<file path="config.mk">
export PLATFORM = sky130hd
export DESIGN_NAME = button_debounce_long_press_top
export DESIGN_NICKNAME = d
export VERILOG_FILES = /design/src/rtl/bdlp_pkg.sv /design/src/rtl/bdlp_cfg.sv /design/src/rtl/bdlp_core.sv /design/src/rtl/button_debounce_long_press_top.sv
export SDC_FILE = /design/constraint.sdc
export NUM_CORES = 1
export LEC_CHECK = 0
export BUFFER_PORTS_ARGS = -buffer_cell sky130_fd_sc_hd__buf_2
export CAP_MARGIN = 15
export CORE_UTILIZATION = 40
export CTS_CLUSTER_DIAMETER = 50
export CTS_CLUSTER_SIZE = 10
export DETAILED_ROUTE_END_ITERATION = 8
export HOLD_SLACK_MARGIN = 0.08
export MAX_ROUTING_LAYER = met4
export PLACE_DENSITY_LB_ADDON = 0.05
export RECOVER_POWER = 100
export SYNTH_ARGS = -nofsm -noshare
export SYNTH_HDL_FRONTEND = slang
export SYNTH_HIERARCHICAL = 1
export SYNTH_SLANG_ARGS = --single-unit
export TNS_END_PERCENT = 20
</file>
<file path="constraint.sdc">
create_clock -name clk_i -period 16.5 [get_ports clk_i]
set_input_delay 0.825 -clock clk_i [delete_from_list [all_inputs] [get_ports clk_i]]
set_output_delay 0.825 -clock clk_i [all_outputs]
set_load 0.03 [all_outputs]
</file>
<file path="src/rtl/bdlp_pkg.sv">
`timescale 1ns / 1ps

package bdlp_pkg;

  localparam logic HIGH = 1'b1;

  // Register word offsets (paddr[2])
  localparam logic REG_DEBOUNCE_TIME = 1'b0;
  localparam logic REG_HOLD_TIME     = 1'b1;

  typedef struct packed {
    logic [31:0] time_ms;
    logic        raw_level;
  } in_t;

  typedef struct packed {
    logic press_event;
    logic release_event;
    logic long_press_event;
    logic stable_level;
  } out_t;

  typedef struct packed {
    logic [15:0] debounce_time;
    logic [15:0] hold_time;
  } cfg_t;

endpackage

</file>
<file path="src/rtl/bdlp_cfg.sv">
`timescale 1ns / 1ps

module bdlp_cfg
  import bdlp_pkg::*;
(
  input  logic        clk_i,
  input  logic        rst_ni,
  input  logic        psel,
  input  logic        penable,
  input  logic        pwrite,
  input  logic [2:0]  paddr,
  input  logic [31:0] pwdata,
  output logic [31:0] prdata,
  output logic        pready,
  output cfg_t        cfg_o
);

  cfg_t cfg_q, cfg_d;
  logic wr_en;

  assign pready = 1'b1;
  assign wr_en  = psel & penable & pwrite;

  always_comb begin
    cfg_d = cfg_q;
    if (wr_en) begin
      unique case (paddr[2])
        REG_DEBOUNCE_TIME: cfg_d.debounce_time = pwdata[15:0];
        REG_HOLD_TIME:     cfg_d.hold_time     = pwdata[15:0];
        default:           cfg_d = cfg_q;
      endcase
    end
  end

  always_comb begin
    unique case (paddr[2])
      REG_DEBOUNCE_TIME: prdata = {16'h0000, cfg_q.debounce_time};
      REG_HOLD_TIME:     prdata = {16'h0000, cfg_q.hold_time};
      default:           prdata = 32'h0000_0000;
    endcase
  end

  always_ff @(posedge clk_i or negedge rst_ni) begin
    if (!rst_ni) begin
      cfg_q.debounce_time <= 16'd50;
      cfg_q.hold_time     <= 16'd1000;
    end else begin
      cfg_q <= cfg_d;
    end
  end

  assign cfg_o = cfg_q;

endmodule

</file>
<file path="src/rtl/bdlp_core.sv">
`timescale 1ns / 1ps

module bdlp_core
  import bdlp_pkg::*;
#(
  parameter int TIME_BITS = 32
) (
  input  logic clk_i,
  input  logic rst_ni,
  input  logic en_i,
  input  in_t  item_i,
  input  cfg_t cfg_i,
  output out_t res_o
);

  logic                 level_q, level_d;
  logic                 prev_raw_q, prev_raw_d;
  logic [TIME_BITS-1:0] change_time_q, change_time_d;
  logic [TIME_BITS-1:0] press_time_q, press_time_d;
  logic                 long_done_q, long_done_d;
  logic                 press_flag_q, press_flag_d;
  logic                 release_flag_q, release_flag_d;
  logic                 seen_q, seen_d;
  logic [TIME_BITS-1:0] prev_time_q, prev_time_d;

  logic [TIME_BITS-1:0] now;
  logic                 raw;
  logic                 repeat_ts;
  logic                 raw_changed;
  logic [TIME_BITS-1:0] since_change;
  logic [TIME_BITS-1:0] since_press;
  logic                 flip;
  logic                 press_now;
  logic                 long_evt;

  assign now = TIME_BITS'(item_i.time_ms);
  assign raw = item_i.raw_level;

  assign repeat_ts   = seen_q && (prev_time_q == now);
  assign raw_changed = raw != prev_raw_q;
  // A fresh raw edge restarts the debounce window at this very sample
  assign since_change = raw_changed ? '0 : now - change_time_q;
  assign flip      = !repeat_ts && (since_change >= TIME_BITS'(cfg_i.debounce_time))
                     && (raw != level_q);
  assign press_now = flip && (raw == HIGH);
  // On a fresh press the hold window starts now, so elapsed is zero
  assign since_press = press_now ? '0 : now - press_time_q;

  always_comb begin
    level_d        = level_q;
    prev_raw_d     = prev_raw_q;
    change_time_d  = change_time_q;
    press_time_d   = press_time_q;
    long_done_d    = long_done_q;
    press_flag_d   = press_flag_q;
    release_flag_d = release_flag_q;
    seen_d         = seen_q;
    prev_time_d    = prev_time_q;
    long_evt       = 1'b0;

    if (!repeat_ts) begin
      seen_d         = 1'b1;
      prev_time_d    = now;
      press_flag_d   = 1'b0;
      release_flag_d = 1'b0;
      if (raw_changed) begin
        prev_raw_d    = raw;
        change_time_d = now;
      end
      if (flip) begin
        level_d     = raw;
        long_done_d = 1'b0;
        if (press_now) begin
          press_time_d = now;
          press_flag_d = 1'b1;
        end else begin
          press_time_d   = '0;
          release_flag_d = 1'b1;
        end
      end
    end

    if ((level_d == HIGH) && !long_done_d &&
        (since_press >= TIME_BITS'(cfg_i.hold_time))) begin
      long_done_d = 1'b1;
      long_evt    = 1'b1;
    end
  end

  always_ff @(posedge clk_i or negedge rst_ni) begin
    if (!rst_ni) begin
      level_q        <= 1'b0;
      prev_raw_q     <= 1'b0;
      change_time_q  <= '0;
      press_time_q   <= '0;
      long_done_q    <= 1'b0;
      press_flag_q   <= 1'b0;
      release_flag_q <= 1'b0;
      seen_q         <= 1'b0;
      prev_time_q    <= '0;
    end else if (en_i) begin
      level_q        <= level_d;
      prev_raw_q     <= prev_raw_d;
      change_time_q  <= change_time_d;
      press_time_q   <= press_time_d;
      long_done_q    <= long_done_d;
      press_flag_q   <= press_flag_d;
      release_flag_q <= release_flag_d;
      seen_q         <= seen_d;
      prev_time_q    <= prev_time_d;
    end
  end

  assign res_o.press_event      = press_flag_d;
  assign res_o.release_event    = release_flag_d;
  assign res_o.long_press_event = long_evt;
  assign res_o.stable_level     = level_d;

endmodule

</file>
<file path="src/rtl/button_debounce_long_press_top.sv">
`timescale 1ns / 1ps
// Button debouncer with press, release and long-press events.
//
// Input channel (in_valid_i / in_stall_o / in_data_i): one pin sample per item,
// a wrapping millisecond timestamp and the raw level. Output channel
// (out_valid_o / out_stall_i / out_data_o): exactly one result item per sample,
// carrying press, release and long-press events and the debounced level.
// debounce_time (0x0) and hold_time (0x4) are set over the APB port. The user
// must set them only while no item is in flight; the block does not check this.
//
// The sample is captured in the input register, the debounce and hold checks
// run against the state registers, and the result lands in the output
// register. One item per cycle is sustained while the receiver does not stall.
// When the receiver stalls, the output register holds its item, the input
// register holds the next one, and in_stall_o rises once both are full.
// Reset gives debounce_time 50, hold_time 1000 and a released button seen at
// time 0, with both pipeline registers empty.

module button_debounce_long_press_top
  import bdlp_pkg::*;
#(
  parameter int TIME_BITS = 32
) (
  input  logic        clk_i,
  input  logic        rst_ni,
  input  logic        psel,
  input  logic        penable,
  input  logic        pwrite,
  input  logic [2:0]  paddr,
  input  logic [31:0] pwdata,
  output logic [31:0] prdata,
  output logic        pready,
  input  logic        in_valid_i,
  output logic        in_stall_o,
  input  in_t         in_data_i,
  output logic        out_valid_o,
  input  logic        out_stall_i,
  output out_t        out_data_o
);

  cfg_t cfg;
  logic in_valid_q, in_valid_d;
  in_t  in_data_q;
  logic out_valid_q, out_valid_d;
  out_t out_data_q;
  out_t res;
  logic advance;
  logic fire;
  logic in_accept;

  bdlp_cfg u_cfg (
    .clk_i   (clk_i),
    .rst_ni  (rst_ni),
    .psel    (psel),
    .penable (penable),
    .pwrite  (pwrite),
    .paddr   (paddr),
    .pwdata  (pwdata),
    .prdata  (prdata),
    .pready  (pready),
    .cfg_o   (cfg)
  );

  bdlp_core #(
    .TIME_BITS (TIME_BITS)
  ) u_core (
    .clk_i  (clk_i),
    .rst_ni (rst_ni),
    .en_i   (fire),
    .item_i (in_data_q),
    .cfg_i  (cfg),
    .res_o  (res)
  );

  assign advance    = !out_valid_q || !out_stall_i;
  assign fire       = in_valid_q && advance;
  assign in_stall_o = in_valid_q && !advance;
  assign in_accept  = in_valid_i && !in_stall_o;

  always_comb begin
    in_valid_d = in_valid_q;
    if (in_accept) begin
      in_valid_d = 1'b1;
    end else if (fire) begin
      in_valid_d = 1'b0;
    end
    out_valid_d = advance ? in_valid_q : out_valid_q;
  end

  always_ff @(posedge clk_i or negedge rst_ni) begin
    if (!rst_ni) begin
      in_valid_q  <= 1'b0;
      out_valid_q <= 1'b0;
    end else begin
      in_valid_q  <= in_valid_d;
      out_valid_q <= out_valid_d;
    end
  end

  always_ff @(posedge clk_i) begin
    if (in_accept) begin
      in_data_q <= in_data_i;
    end
    if (fire) begin
      out_data_q <= res;
    end
  end

  assign out_valid_o = out_valid_q;
  assign out_data_o  = out_data_q;

`ifndef ASSERT_OFF
  a_press_release_excl: assert property (@(posedge clk_i) disable iff (!rst_ni)
    out_valid_o |-> !(out_data_o.press_event && out_data_o.release_event))
    else $error("press and release events in one item");

  a_press_level: assert property (@(posedge clk_i) disable iff (!rst_ni)
    (out_valid_o && out_data_o.press_event) |-> out_data_o.stable_level)
    else $error("press event with low stable level");

  a_release_level: assert property (@(posedge clk_i) disable iff (!rst_ni)
    (out_valid_o && out_data_o.release_event) |-> !out_data_o.stable_level)
    else $error("release event with high stable level");

  a_long_level: assert property (@(posedge clk_i) disable iff (!rst_ni)
    (out_valid_o && out_data_o.long_press_event) |-> out_data_o.stable_level)
    else $error("long press event while released");
`endif

endmodule
</file>
==> out/results.tsv <==
stage	metric	value	unit
placed_design	gp_congestion	0.862	
global_route	overflow	0	
worst_hold_path	min_path_cells	1	
placed_design	dp_hpwl	23.7	mm
finish	final_cell_mix	dfrtp_1, inv_1, ha_1	
timing	fin_hold_ws	0.482	ns
global_route	grt_max_degree	82	
clocking	clkSlewWorstSetupHoldPaths	0.08	ns
power	switching_share	44.4	%
setup_path	crit_arrival	8.49	ns
routing	firstDrtPassIters	5	
setup_path	crit_required	16.71	ns
timing	worst_pin_slew	4.61	ns
timing	fmax	0.121	GHz
finish	final_area	13000	um^2
power	intPower	1.28	mW
routing	wl_per_cell	18.7	um
clocking	holdBufCountCts	0	
setup_path	critical_path_class	flip-flop to flip-flop	
global_route	groute.usage.overall	21.9	%
timing	setup_violations	0	
yosys	syn_inst	1228	
run_status	violations	capacitance limit, slew limit	
clocking	htreeDepth	4	
routing	vias	9153	
setup_path	path_max_fanout	17	
finish	drive_gt1_share	14.6	%
timing	setup_ws	8.22	ns
timing	finalCritPeriodShare	50.2	%
routing	drt-total-wl	31.5	mm
placed_design	io_buffers	78	
finish	fin_nets	1456	
timing	fin_tns_setup	0	ns
yosys	async_reset_ff_share	78.6	%
routing	viasPerCell	5.44	
yosys	yosys_warnings	6	
routing	postRouteAntennaNets	0	
power	p_leak	5.76	nW
yosys	ys_seq_elements	173	
floorplanning	rows	62	
finish	layout_commonest_cell	dfrtp_1	
power	p_seq_share	27.4	%
yosys	yosysTopAreaCell	dfrtp_1	
finish	fillers	2921	
finish	syn2layout_area_growth	9.09	%
timing	skew	0.0145	ns
floorplanning	ios	114	
placed_design	dp_slack	8.57	ns
floorplanning	dieArea	30600	um^2
setup_path	critPathSlowestCell	edfxtp_1	
setup_path	reg2regPathDepth	33	
clocking	cts_buffer_depth	2	
setup_path	cpPeakStageDelay	0.61	ns
setup_path	critPathLaunchType	flip-flop	
clocking	cts.sink_count	173	
setup_path	cp_top_family	simple AND/OR/NAND/NOR gates	
power	clkPwrFrac	18.1	%
clocking	cts_resized	0	
power	power.density	176	nW/um^2
floorplanning	start_util	41.2	%
power	power.switching	1.02	mW
timing	hold_violations	0	
yosys	seq_area_frac_synth	37.9	%
setup_path	crit_buf_inv	2	
clocking	clk_latency	0.46	ns
clocking	cts_setup_buffers	0	
timing	period_needed	8.28	ns
yosys	syn_area_per_cell	9.73	um^2
power	p_comb_share	54.5	%
floorplanning	die_h	175	um
timing	rsz0062_at_grt	no	
global_route	antenna_found_initial	0	
setup_path	end_kind	flip-flop	
yosys	synth_ff_type	dfrtp_1	
routing	drtIter0Drc	550	
timing	drv_slew	269	
routing	remaining_drc_errors	0	
setup_path	cp.depth	33	
timing	relSlewSlack	-207	%
finish	num_antenna_cells	0	
global_route	grt_pass1_wl	50.1	mm
run_status	outcome	finished with violations	
clocking	cts_root_buffer	clkbuf_16	
placed_design	placed_area	12600	um^2
yosys	synth_top_area_share	26.6	%
clocking	cts_made_buffers	17	
yosys	ys_types	79	
clocking	cts_tree	done	
floorplanning	core	29000	um^2
worst_hold_path	hold_class	flip-flop to flip-flop	
yosys	syn-cell-area	11900	um^2
flow_run	cap_violations	5	
global_route	grt_pass1_vias	8921	
yosys	synth_area_leaders	dfrtp_1, ha_1, edfxtp_1	
floorplanning	die_x	175	um
power	ir_worst_vdd	0.0775	mV
yosys	synth_edf_count	37	
cell type report:
type                    count  area [um^2]  share of cell area, %
clock inverters            15          166                   1.28
clock buffers              17          425                   3.26
multi-input cells         889         6580                   50.5
well taps                 384          480                   3.69
inverters                 115          432                   3.31
flip-flops and latches    173         4530                   34.7
repair buffers             89          418                   3.21
metal layers:
| layer | part of all wire, % | GRT usage [%] | vias to the layer above | routed length (um) |
|---|---|---|---|---|
| met1 | 50 | 30.4 | 4470 | 15900 |
| met3 | 2.8 | 3.24 | 28 | 893 |
| li1 | - | - | 4513 | - |
| met5 | 0 | - | - | 0 |
| met4 | 1.3 | 5.40 | 0 | 424 |
| met2 | 45 | 33.3 | 142 | 14300 |
worst reg2reg max path, delay by kind of cell (launching register included):
kind                     cells  cell delay (ns)
buffers and inverters        2             0.47
AO/OA/AOI/OAI               13             2.73
XOR/XNOR                     1             0.13
flip-flops                   1             0.61
adder cells (fa/ha/maj)      3             0.90
AND/OR/NAND/NOR             14             3.20
worst paths after layout:
path | to | slack (ns) | start
min in group asynchronous | u_cfg/cfg_o[23]$_DFFE_PN0P_ | 2.00 | rst_ni
worst max-delay path | out_data_o[1]$_DFFE_PP_ | 8.22 | in_data_q[2]$_DFFE_PP_
max in group asynchronous | u_core/press_time_q[21]$_DFFE_PN0P_ | 9.90 | rst_ni
worst min register to register | u_core/press_flag_q$_DFFE_PN0P_ | 0.48 | u_core/press_flag_q$_DFFE_PN0P_
worst min-delay path | u_core/press_flag_q$_DFFE_PN0P_ | 0.48 | u_core/press_flag_q$_DFFE_PN0P_
worst max register to register | out_data_o[1]$_DFFE_PP_ | 8.22 | in_data_q[2]$_DFFE_PP_
metrics by stage:
step / cells / util [%] / power, mW
CTS: 1682 / 45.4 / 2.32
floorplan: 1243 / - / 1.60
finish: 1682 / 44.9 / 2.29
detailed placement: 1650 / 43.4 / 1.89
global route: 1682 / 44.9 / 2.49
global placement: 1650 / 43.4 / 1.88
synthesized netlist by cell type (all sizes together), types with 14 or more instances:
cell,n
nand2,83
nand3,18
o211ai,14
nor3,20
mux2,85
nor4,14
nor2,67
inv,115
xnor2,28
o21ai,74
xor2,50
edfxtp,37
clkbuf,26
a22o,33
buf,40
o21a,20
a21o,32
dfrtp,127
a21oi,66
nand4,18
ha,94
cells by family (layout without fill, tap and decap cells):
group,Yosys count,in the layout,synth area share (%)
fa+ha+maj,96,96,10.2
other cells,2,17,0.0629
flops,173,173,37.9
compound gates,326,326,18.8
xor+xnor,78,78,5.72
simple gates,287,287,12.2
mux,85,85,8.33
buf+inv,181,236,6.85
flip-flops by register name (all words and copies together) (netlist names), 4 cells and up:
signal                count
in_data_q                33
u_cfg/cfg_o              32
u_core/change_time_q     32
u_core/press_time_q      32
u_core/prev_time_q       32
out_data_o                4
power by group through the flow:
stage          logic (mW)  registers [mW]  clock network (mW)
6_report             1.25           0.629               0.414
5_1_grt              1.40           0.645               0.441
4_1_cts              1.26           0.629               0.427
3_5_place_dp         1.25           0.636                   0
3_3_place_gp         1.25           0.633                   0
2_1_floorplan       0.977           0.619                   0
(Power assumes the default switching activity.)
